[config.mk]
export PLATFORM = sky130hd
export DESIGN_NAME = wcfa_ram
export DESIGN_NICKNAME = d
export VERILOG_FILES = /design/src/rtl/wcfa_ram.sv
export SDC_FILE = /design/constraint.sdc
export NUM_CORES = 1
export LEC_CHECK = 0
export BUFFER_PORTS_ARGS = -buffer_cell sky130_fd_sc_hd__buf_4
export CORE_AREA = 2 2 107 109
export CTS_BUF_LIST = sky130_fd_sc_hd__clkbuf_16
export DETAILED_ROUTE_END_ITERATION = 10
export DIE_AREA = 0 0 109 111
export GPL_TIMING_DRIVEN = 0
export PLACE_DENSITY = 0.92
export SYNTH_ARGS = -nofsm -noshare
export SYNTH_HDL_FRONTEND = slang
export SYNTH_SLANG_ARGS = --single-unit
export TNS_END_PERCENT = 10
[constraint.sdc]
create_clock -name clock -period 14.2 [get_ports clock]
set_clock_uncertainty 0.1 [all_clocks]
set_input_delay 1.42 -clock clock [delete_from_list [all_inputs] [get_ports clock]]
set_output_delay 1.42 -clock clock [all_outputs]
set_load 0.05 [all_outputs]
[src/rtl/wcfa_ram.sv]
// Generic single-port-write, registered-read RAM.
module wcfa_ram #(
   parameter int WIDTH = 48,
   parameter int DEPTH = 3
) (
   input  logic                     clock,
   input  logic                     wr_en,
   input  logic [$clog2(DEPTH)-1:0] wr_addr,
   input  logic [WIDTH-1:0]         wr_data,
   input  logic [$clog2(DEPTH)-1:0] rd_addr,
   output logic [WIDTH-1:0]         rd_data
);

   logic [WIDTH-1:0] mem_ff [DEPTH];
   logic [WIDTH-1:0] rd_data_ff;

   always_ff @(posedge clock) begin
      if (wr_en) begin
         mem_ff[wr_addr] <= wr_data;
      end
      rd_data_ff <= mem_ff[rd_addr];
   end

   assign rd_data = rd_data_ff;

endmodule

==> impl_metrics.env, run 1 <==
export IMPL_static_leakage_power_nw=3.080
export IMPL_rows=39
export IMPL_fin_setup_tns_ps=0
export IMPL_tightest_slew_ps=520.1
export IMPL_ys_ff_latch=192
export IMPL_crit_fanout=1
export IMPL_drv_slew=0
export IMPL_n_antenna_cell=0
export IMPL_design_area_um2=7950
export IMPL_ys_seq_area_share_pct=83.25
export IMPL_drtIter0Drc=169
export IMPL_p_comb_share_pct=9.2
export IMPL_yosysUniqueCellTypes=12
export IMPL_clk_pin_slew_worst_paths_ps=60
export IMPL_grt_overflow_total=0
export IMPL_io_pins=102
export IMPL_irDropWorstVdd_v=0.00008983
export IMPL_cp_end_kind="output port"
export IMPL_critPathArrivalTime_ps=960
export IMPL_post_route_period_util_pct=17.44
export IMPL_setup_viol=0
export IMPL_avgSynthCellArea_um2=17.88
export IMPL_setup_ws_ps=11720
export IMPL_layout_common_cells="edfxtp_1 (144), buf_4 (99), mux2i_1 (48), nand2_1 (48), dfxtp_1 (48)"
export IMPL_crit_buf_inv=1
export IMPL_drc_errors=0
export IMPL_rsz0062_at_grt="no"
export IMPL_cap_violations=0
export IMPL_core_um2=11080
export IMPL_grt_pass1_wl_um=16930
export IMPL_place_hpwl_um=7041
export IMPL_via_per_inst=5.101
export IMPL_area_growth_pct=25.23
export IMPL_io_buffers=99
export IMPL_power_mw=1.210
export IMPL_syn_instance_count=355
export IMPL_cpPeakStageDelay_ps=350
export IMPL_drive_above_1_share_pct=30.02
export IMPL_cts_setup_buffers=0
export IMPL_grt_pass1_vias=3307
export IMPL_hold_violations=0
export IMPL_cts_max_level=4
export IMPL_place_area_um2=7378
export IMPL_cts_tree="done"
export IMPL_die_area_um2=12100
export IMPL_cts_buffer_depth=2
export IMPL_timing_hold_ws_ps=344.3
export IMPL_grt_max_degree=32
export IMPL_grt_total_usage_pct=19.34
export IMPL_start_kind="register"
export IMPL_gp_congestion=0.6664
export IMPL_internal_power_uw=934.0
export IMPL_yosys_warnings=0
export IMPL_powerDensity_nw_per_um2=152.2
export IMPL_min_period_ps=2476
export IMPL_max_freq_ghz=0.4038
export IMPL_cts_sinks=192
export IMPL_clockPowerShare_pct=37.5
export IMPL_seqPwrFrac_pct=53.3
export IMPL_final_common_cell="edfxtp_1"
export IMPL_power_switching_share_pct=22.82
export IMPL_clk_latency_ps=410
export IMPL_holdBufCountCts=0
export IMPL_path_delay_family="flip-flops"
export IMPL_crit_slowest_cell="dfxtp_1"
export IMPL_fp_dieW_um=109
export IMPL_routedWlPerCell_um=17.34
export IMPL_hp_class="reg -> reg"
export IMPL_p_switching_uw=276.2
export IMPL_ctsResizeCount=0
export IMPL_relSlewSlack_pct=65.33
export IMPL_vias=3244
export IMPL_status="completed"
export IMPL_numCtsBuffers=17
export IMPL_dp_slack_ps=11320
export IMPL_worstPathCellList="buf_4"
export IMPL_crit_type="reg -> out"
export IMPL_required_ps=12680
export IMPL_syn_num_nets=409
export IMPL_cts_root_buf="clkbuf_16"
export IMPL_start_util_pct=57.31
export IMPL_routed_wl_um=11030
export IMPL_synthesis_area_um2=6349
export IMPL_die_h_um=111
export IMPL_drtAntennaViolNets=0
export IMPL_nets=534
export IMPL_antenna_found_initial=0
export IMPL_first_pass_iters=5
path summary, 6_finish.rpt:
kind / start / slack, ps / cells past startpoint / end
worst max register to register: mem_ff[1][12] / 13330 / 2 / rd_data[12]
worst min register to register: mem_ff[2][25] / 340 / 2 / rd_data[25]
worst min-delay path: mem_ff[2][25] / 340 / 2 / rd_data[25]
worst max-delay path: rd_data[0] / 11720 / 1 / rd_data[0]
per-layer routing:
layer,global-route usage (%),up-vias,wire [µm]
met2,30.89,103,5597
met1,25.34,1564,4656
met3,5.996,8,666
met5,0,-,0
li1,-,1569,-
met4,6.239,0,109
area by class of cell:
type	count	area, µm²
flip-flops and latches	192	5285
fillers	689	3127
multi-input cells	147	933.4
repair buffers	106	843.3
clock buffers	17	425.4
well taps	143	178.9
clock inverters	15	146.4
plain buffers	16	137.6
registers in the layout, summed over array words and instances, names as in the netlist:
name     flops
mem_ff     144
rd_data     48
power groups by stage:
stage | Combinational [mW] | Sequential, mW | Clock, mW
floorplan | 0.0271 | 0.697 | 0
global placement | 0.107 | 0.657 | 0
detailed placement | 0.112 | 0.658 | 0
CTS | 0.113 | 0.646 | 0.461
global route | 0.119 | 0.648 | 0.485
finish | 0.111 | 0.645 | 0.453
cell usage after synthesis:
cell        n  area [µm²]
and3b_1     2       17.52
mux2i_1    48       480.5
nand2_1    48       180.2
buf_6       3       33.78
clkbuf_1    5       18.77
buf_2       5       25.02
nor3b_1     1       7.510
dfxtp_1    48       960.9
o21ai_0    28       140.1
o21ai_1    20       100.1
buf_12      3       60.06
edfxtp_1  144        4324
tightest hold or removal path: cells and delay by family, from the launching register on:
family / cells / cell delay, ps
simple gates: 1 / 40
flops: 1 / 320
compound gates: 1 / 50
cell families (layout without fill, tap and decap cells):
group	count (synthesis)	count (layout)	synth area share (%)
flops	192	192	83.25
mux	48	48	7.568
compound gates	48	48	3.784
simple gates	51	51	3.232
buf+inv	16	154	2.168
through the flow:
stage	cells	utilization [%]
after floorplan	355	-
after global placement	597	65.64
final	636	71.77
after CTS	636	71.77
after global routing	636	71.77
after detailed placement	604	66.61
Power figures use the tool's default switching activity.
==> run 2, diff against run 1 <==
--- a/config.mk
+++ b/config.mk
@@ -6,12 +6,12 @@
 export NUM_CORES = 1
 export LEC_CHECK = 0
 export BUFFER_PORTS_ARGS = -buffer_cell sky130_fd_sc_hd__buf_4
-export CORE_AREA = 2 2 107 109
+export CORE_AREA = 2 2 111 113
 export CTS_BUF_LIST = sky130_fd_sc_hd__clkbuf_16
 export DETAILED_ROUTE_END_ITERATION = 10
-export DIE_AREA = 0 0 109 111
+export DIE_AREA = 0 0 113 115
 export GPL_TIMING_DRIVEN = 0
-export PLACE_DENSITY = 0.92
+export PLACE_DENSITY = 0.87
 export SYNTH_ARGS = -nofsm -noshare
 export SYNTH_HDL_FRONTEND = slang
 export SYNTH_SLANG_ARGS = --single-unit
==> constraint.sdc (replaced) <==
create_clock -name clock -period 2.4 [get_ports clock]
set_clock_uncertainty 0.1 [all_clocks]
set_input_delay 0.24 -clock clock [delete_from_list [all_inputs] [get_ports clock]]
set_output_delay 0.24 -clock clock [all_outputs]
set_load 0.05 [all_outputs]
==> impl_metrics.env, run 2 (synthesized netlist as in run 1, its figures left out) <==
export IMPL_core_um2=11810
export IMPL_crit_fanout=13
export IMPL_path_delay_family="simple AND/OR/NAND/NOR gates"
export IMPL_cpPeakStageDelay_ps=700
export IMPL_clk_latency_ps=430
export IMPL_crit_slowest_cell="nor3b_4"
export IMPL_via_per_inst=5.042
export IMPL_cts_tree="done"
export IMPL_cap_violations=0
export IMPL_fp_dieW_um=113
export IMPL_relSlewSlack_pct=44.68
export IMPL_grt_overflow_total=0
export IMPL_powerDensity_nw_per_um2=871.8
export IMPL_drive_above_1_share_pct=26.72
export IMPL_startpoint="wr_addr[0]"
export IMPL_cts_sinks=192
export IMPL_place_hpwl_um=6833
export IMPL_required_ps=2440
export IMPL_min_period_ps=1427
export IMPL_tightest_slew_ps=829.0
export IMPL_cts_buffer_depth=2
export IMPL_cp_end_kind="register"
export IMPL_vias=3459
export IMPL_final_common_cell="edfxtp_1"
export IMPL_crit_type="in -> reg"
export IMPL_die_area_um2=13000
export IMPL_regToRegStartpoint="mem_ff[1][42]"
export IMPL_grt_pass1_wl_um=18400
export IMPL_n_antenna_cell=0
export IMPL_critPathArrivalTime_ps=1470
export IMPL_largest_register_ffs=144
export IMPL_start_util_pct=53.75
export IMPL_rsz0062_at_grt="no"
export IMPL_drtIter0Drc=198
export IMPL_static_leakage_power_nw=3.298
export IMPL_cts_max_level=4
export IMPL_hold_violations=0
export IMPL_drtAntennaViolNets=0
export IMPL_post_route_util_pct=71.81
export IMPL_grt_pass1_vias=3598
export IMPL_gp_congestion=0.6934
export IMPL_clk_pin_slew_worst_paths_ps=60
export IMPL_io_pins=102
export IMPL_crit_buf_inv=3
export IMPL_worstPathCellList="buf_4 -> nor3b_4 -> buf_16 -> buf_16"
export IMPL_antenna_found_initial=0
export IMPL_irDropWorstVdd_v=0.0005971
export IMPL_worstHoldStart="rd_addr[1]"
export IMPL_largest_register="mem_ff"
export IMPL_setup_ws_ps=973.3
export IMPL_numCtsBuffers=17
export IMPL_cts_root_buf="clkbuf_16"
export IMPL_grt_total_usage_pct=19.45
export IMPL_first_pass_iters=7
export IMPL_start_kind="primary input"
export IMPL_nets=580
export IMPL_drv_slew=0
export IMPL_grt_max_degree=36
export IMPL_hp_class="in -> reg"
export IMPL_violations="design-rule violations"
export IMPL_io_buffers=99
export IMPL_cpMostUsedCell="buf_16"
export IMPL_layout_common_cells="edfxtp_1 (144), buf_4 (99)"
export IMPL_area_growth_pct=33.60
export IMPL_post_route_period_util_pct=59.45
export IMPL_dp_slack_ps=472.2
export IMPL_timing_hold_ws_ps=53.81
export IMPL_die_h_um=115
export IMPL_max_freq_ghz=0.7009
export IMPL_design_area_um2=8482
export IMPL_setup_viol=0
export IMPL_routedWlPerCell_um=17.27
export IMPL_status="finished with violations"
export IMPL_place_area_um2=7400
export IMPL_routed_wl_um=11850
export IMPL_rows=40
export IMPL_cts_setup_buffers=0
export IMPL_drc_errors=8
[run 2: timing repair]
| action | 4_1_cts | 5_1_grt |
|---|---|---|
| endpoints found under the setup margin | 0 | 0 |
| resized for setup | 0 | 0 |
| hold buffers | 48 | 0 |
| endpoints found under the hold margin | 144 | 0 |
[run 2: metal layers]
metal,wire length (µm),share of wire (%),global-route usage [%]
met1,4735,40,21.79
met2,6210,52,34.17
met3,574,4.8,5.430
met4,328,2.8,10.16
met5,0,0,0
[run 2: worst paths after layout]
kind                                 endpoint  slack, ps  cells after the start
worst min-delay path               rd_data[2]         50                      2
worst min register to register     rd_data[3]        350                      2
worst max-delay path            mem_ff[0][43]        970                      4
worst max register to register    rd_data[42]       1530                      2
[run 2: area by class of cell]
class | count | area (µm²)
multi-input combinational | 147 | 939.7
fill | 758 | 3329
tap | 147 | 183.9
clock inverter | 15 | 176.4
timing repair buffer | 152 | 1334
clock buffer | 17 | 425.4
buffer | 16 | 137.6
sequential | 192 | 5285
[run 2: report_power, final]
group,switching [mW],internal (mW)
logic,0.450,0.282
registers,0.0526,3.77
clock network,1.13,1.72
total,1.63,5.77
[run 2: through the flow]
stage	instances	power, mW	TNS (ps)
floorplan	355	4.282	0
global placement	601	4.522	-72970
detailed placement	606	4.557	0
CTS	686	7.440	0
global route	686	7.641	0
finish	686	7.394	0
==> run 3, diff against run 2 <==
--- a/config.mk
+++ b/config.mk
@@ -6,12 +6,12 @@
 export NUM_CORES = 1
 export LEC_CHECK = 0
 export BUFFER_PORTS_ARGS = -buffer_cell sky130_fd_sc_hd__buf_4
-export CORE_AREA = 2 2 111 113
+export CORE_AREA = 2 2 116 118
 export CTS_BUF_LIST = sky130_fd_sc_hd__clkbuf_16
 export DETAILED_ROUTE_END_ITERATION = 10
-export DIE_AREA = 0 0 113 115
+export DIE_AREA = 0 0 118 120
 export GPL_TIMING_DRIVEN = 0
-export PLACE_DENSITY = 0.87
+export PLACE_DENSITY = 0.84
 export SYNTH_ARGS = -nofsm -noshare
 export SYNTH_HDL_FRONTEND = slang
 export SYNTH_SLANG_ARGS = --single-unit
==> constraint.sdc (replaced) <==
create_clock -name clock -period 1.3 [get_ports clock]
set_clock_uncertainty 0.1 [all_clocks]
set_input_delay 0.13 -clock clock [delete_from_list [all_inputs] [get_ports clock]]
set_output_delay 0.13 -clock clock [all_outputs]
set_load 0.05 [all_outputs]
==> impl_metrics.env, run 3 (synthesized netlist as in run 1, its figures left out) <==
export IMPL_setup_ws_ps=43.48
export IMPL_core_um2=12980
export IMPL_grt_overflow_total=0
export IMPL_worstHoldStart="wr_addr[1]"
export IMPL_io_buffers=99
export IMPL_clk_latency_ps=420
export IMPL_max_freq_ghz=0.7958
export IMPL_p_switching_mw=3.033
export IMPL_crit_type="in -> reg"
export IMPL_largest_register_ffs=144
export IMPL_largest_register="mem_ff"
export IMPL_timing_hold_ws_ps=-16.97
export IMPL_power_switching_share_pct=22.45
export IMPL_status="finished with violations"
export IMPL_place_inst=635
export IMPL_cts_setup_buffers=0
export IMPL_numCtsBuffers=17
export IMPL_dp_slack_ps=-398.7
export IMPL_power_mw=13.51
export IMPL_clk_pin_slew_worst_paths_ps=70
export IMPL_grt_pass1_wl_um=18190
export IMPL_critPathArrivalTime_ps=1290
export IMPL_die_h_um=120
export IMPL_vias=3394
export IMPL_fp_dieW_um=118
export IMPL_first_pass_iters=4
export IMPL_cts_sinks=192
export IMPL_worstPathCellList="buf_4 -> nor3b_4 -> buf_8 -> buf_16"
export IMPL_drc_errors=0
export IMPL_antenna_found_initial=0
export IMPL_drive_above_1_share_pct=27.04
export IMPL_powerDensity_nw_per_um2=1588
export IMPL_rows=42
export IMPL_place_hpwl_um=6858
export IMPL_final_common_cell="edfxtp_1"
export IMPL_grt_pass1_vias=3663
export IMPL_internal_power_mw=10.48
export IMPL_start_util_pct=48.91
export IMPL_cap_violations=0
export IMPL_cts_root_buf="clkbuf_16"
export IMPL_grt_total_usage_pct=17.20
export IMPL_relSlewSlack_pct=54.15
export IMPL_nets=581
export IMPL_fin_cells=716
export IMPL_layout_common_cells="edfxtp_1 (144), buf_4 (99), dlygate4sd3_1 (49)"
export IMPL_io_pins=102
export IMPL_irDropWorstVdd_v=0.0009487
export IMPL_holdBufCountCts=49
export IMPL_ctsResizeCount=0
export IMPL_cpPeakStageDelay_ps=600
export IMPL_gp_congestion=0.6986
export IMPL_drtIter0Drc=214
export IMPL_grt_max_degree=36
export IMPL_routedWlPerCell_um=15.73
export IMPL_required_ps=1330
export IMPL_cp_end_kind="register"
export IMPL_n_antenna_cell=0
export IMPL_violations="negative hold slack"
export IMPL_min_period_ps=1257
export IMPL_crit_slowest_cell="nor3b_4"
export IMPL_area_growth_pct=34.02
export IMPL_via_per_inst=4.740
export IMPL_rsz0062_at_grt="no"
export IMPL_cts_max_level=4
export IMPL_cts_buffer_depth=2
export IMPL_start_kind="primary input"
export IMPL_post_route_period_util_pct=96.66
export IMPL_routed_wl_um=11260
export IMPL_crit_fanout=16
export IMPL_p_comb_share_pct=9.9
export IMPL_seqPwrFrac_pct=52.1
export IMPL_setup_viol=0
export IMPL_die_area_um2=14160
export IMPL_clockPowerShare_pct=38.0
export IMPL_hold_violations=9
export IMPL_static_leakage_power_nw=3.286
export IMPL_drv_slew=0
export IMPL_regToRegStartpoint="mem_ff[1][22]"
export IMPL_hp_class="in -> reg"
export IMPL_drtAntennaViolNets=0
export IMPL_cts_tree="done"
export IMPL_tightest_slew_ps=687.0
export IMPL_startpoint="wr_addr[0]"
==> run 3: power by group through the flow <==
| stage | clock network (mW) | registers [mW] | logic (mW) |
|---|---|---|---|
| 3_3_place_gp | 0 | 7.17 | 1.18 |
| 3_5_place_dp | 0 | 7.18 | 1.23 |
| 5_1_grt | 5.50 | 7.07 | 1.42 |
| 2_1_floorplan | 0 | 7.61 | 0.298 |
| 4_1_cts | 5.24 | 7.05 | 1.36 |
| 6_report | 5.13 | 7.04 | 1.34 |
==> run 3: layer usage <==
layer	track usage (%)	routed length (µm)	up-vias
li1	-	-	1658
met1	19.91	4748	1629
met2	29.83	5788	84
met3	5.086	476	23
met4	7.530	248	0
met5	0	0	-
==> run 3: area by class of cell <==
cell class	count	area [µm²]
Tap cell	176	220.2
Clock buffer	17	425.4
Multi-Input combinational cell	147	939.7
Clock inverter	15	168.9
Fill cell	886	4472
Sequential cell	192	5285
Buffer	16	137.6
Timing Repair Buffer	153	1331
==> run 3: path summary, 6_finish.rpt <==
check                           cells after the start            end  slack (ps)
worst min register to register                      2    rd_data[26]         340
worst max register to register                      2    rd_data[22]         420
worst max-delay path                                4  mem_ff[0][28]          40
worst min-delay path                                2  mem_ff[0][10]         -20
==> run 3: worst max-delay path: cells and delay by family <==
kind / cells / cell delay, ps
and+or+nand+nor: 1 / 600
buffers and inverters: 3 / 540
==> run 3: metrics by stage <==
stage          utilization (%)  TNS, ps  cell area (µm²)
2_1_floorplan                -   -86070             6360
3_3_place_gp             56.42  -215100             7323
3_5_place_dp             57.19   -25710             7423
4_1_cts                  65.55        0             8508
5_1_grt                  65.55        0             8508
6_report                 65.55        0             8508
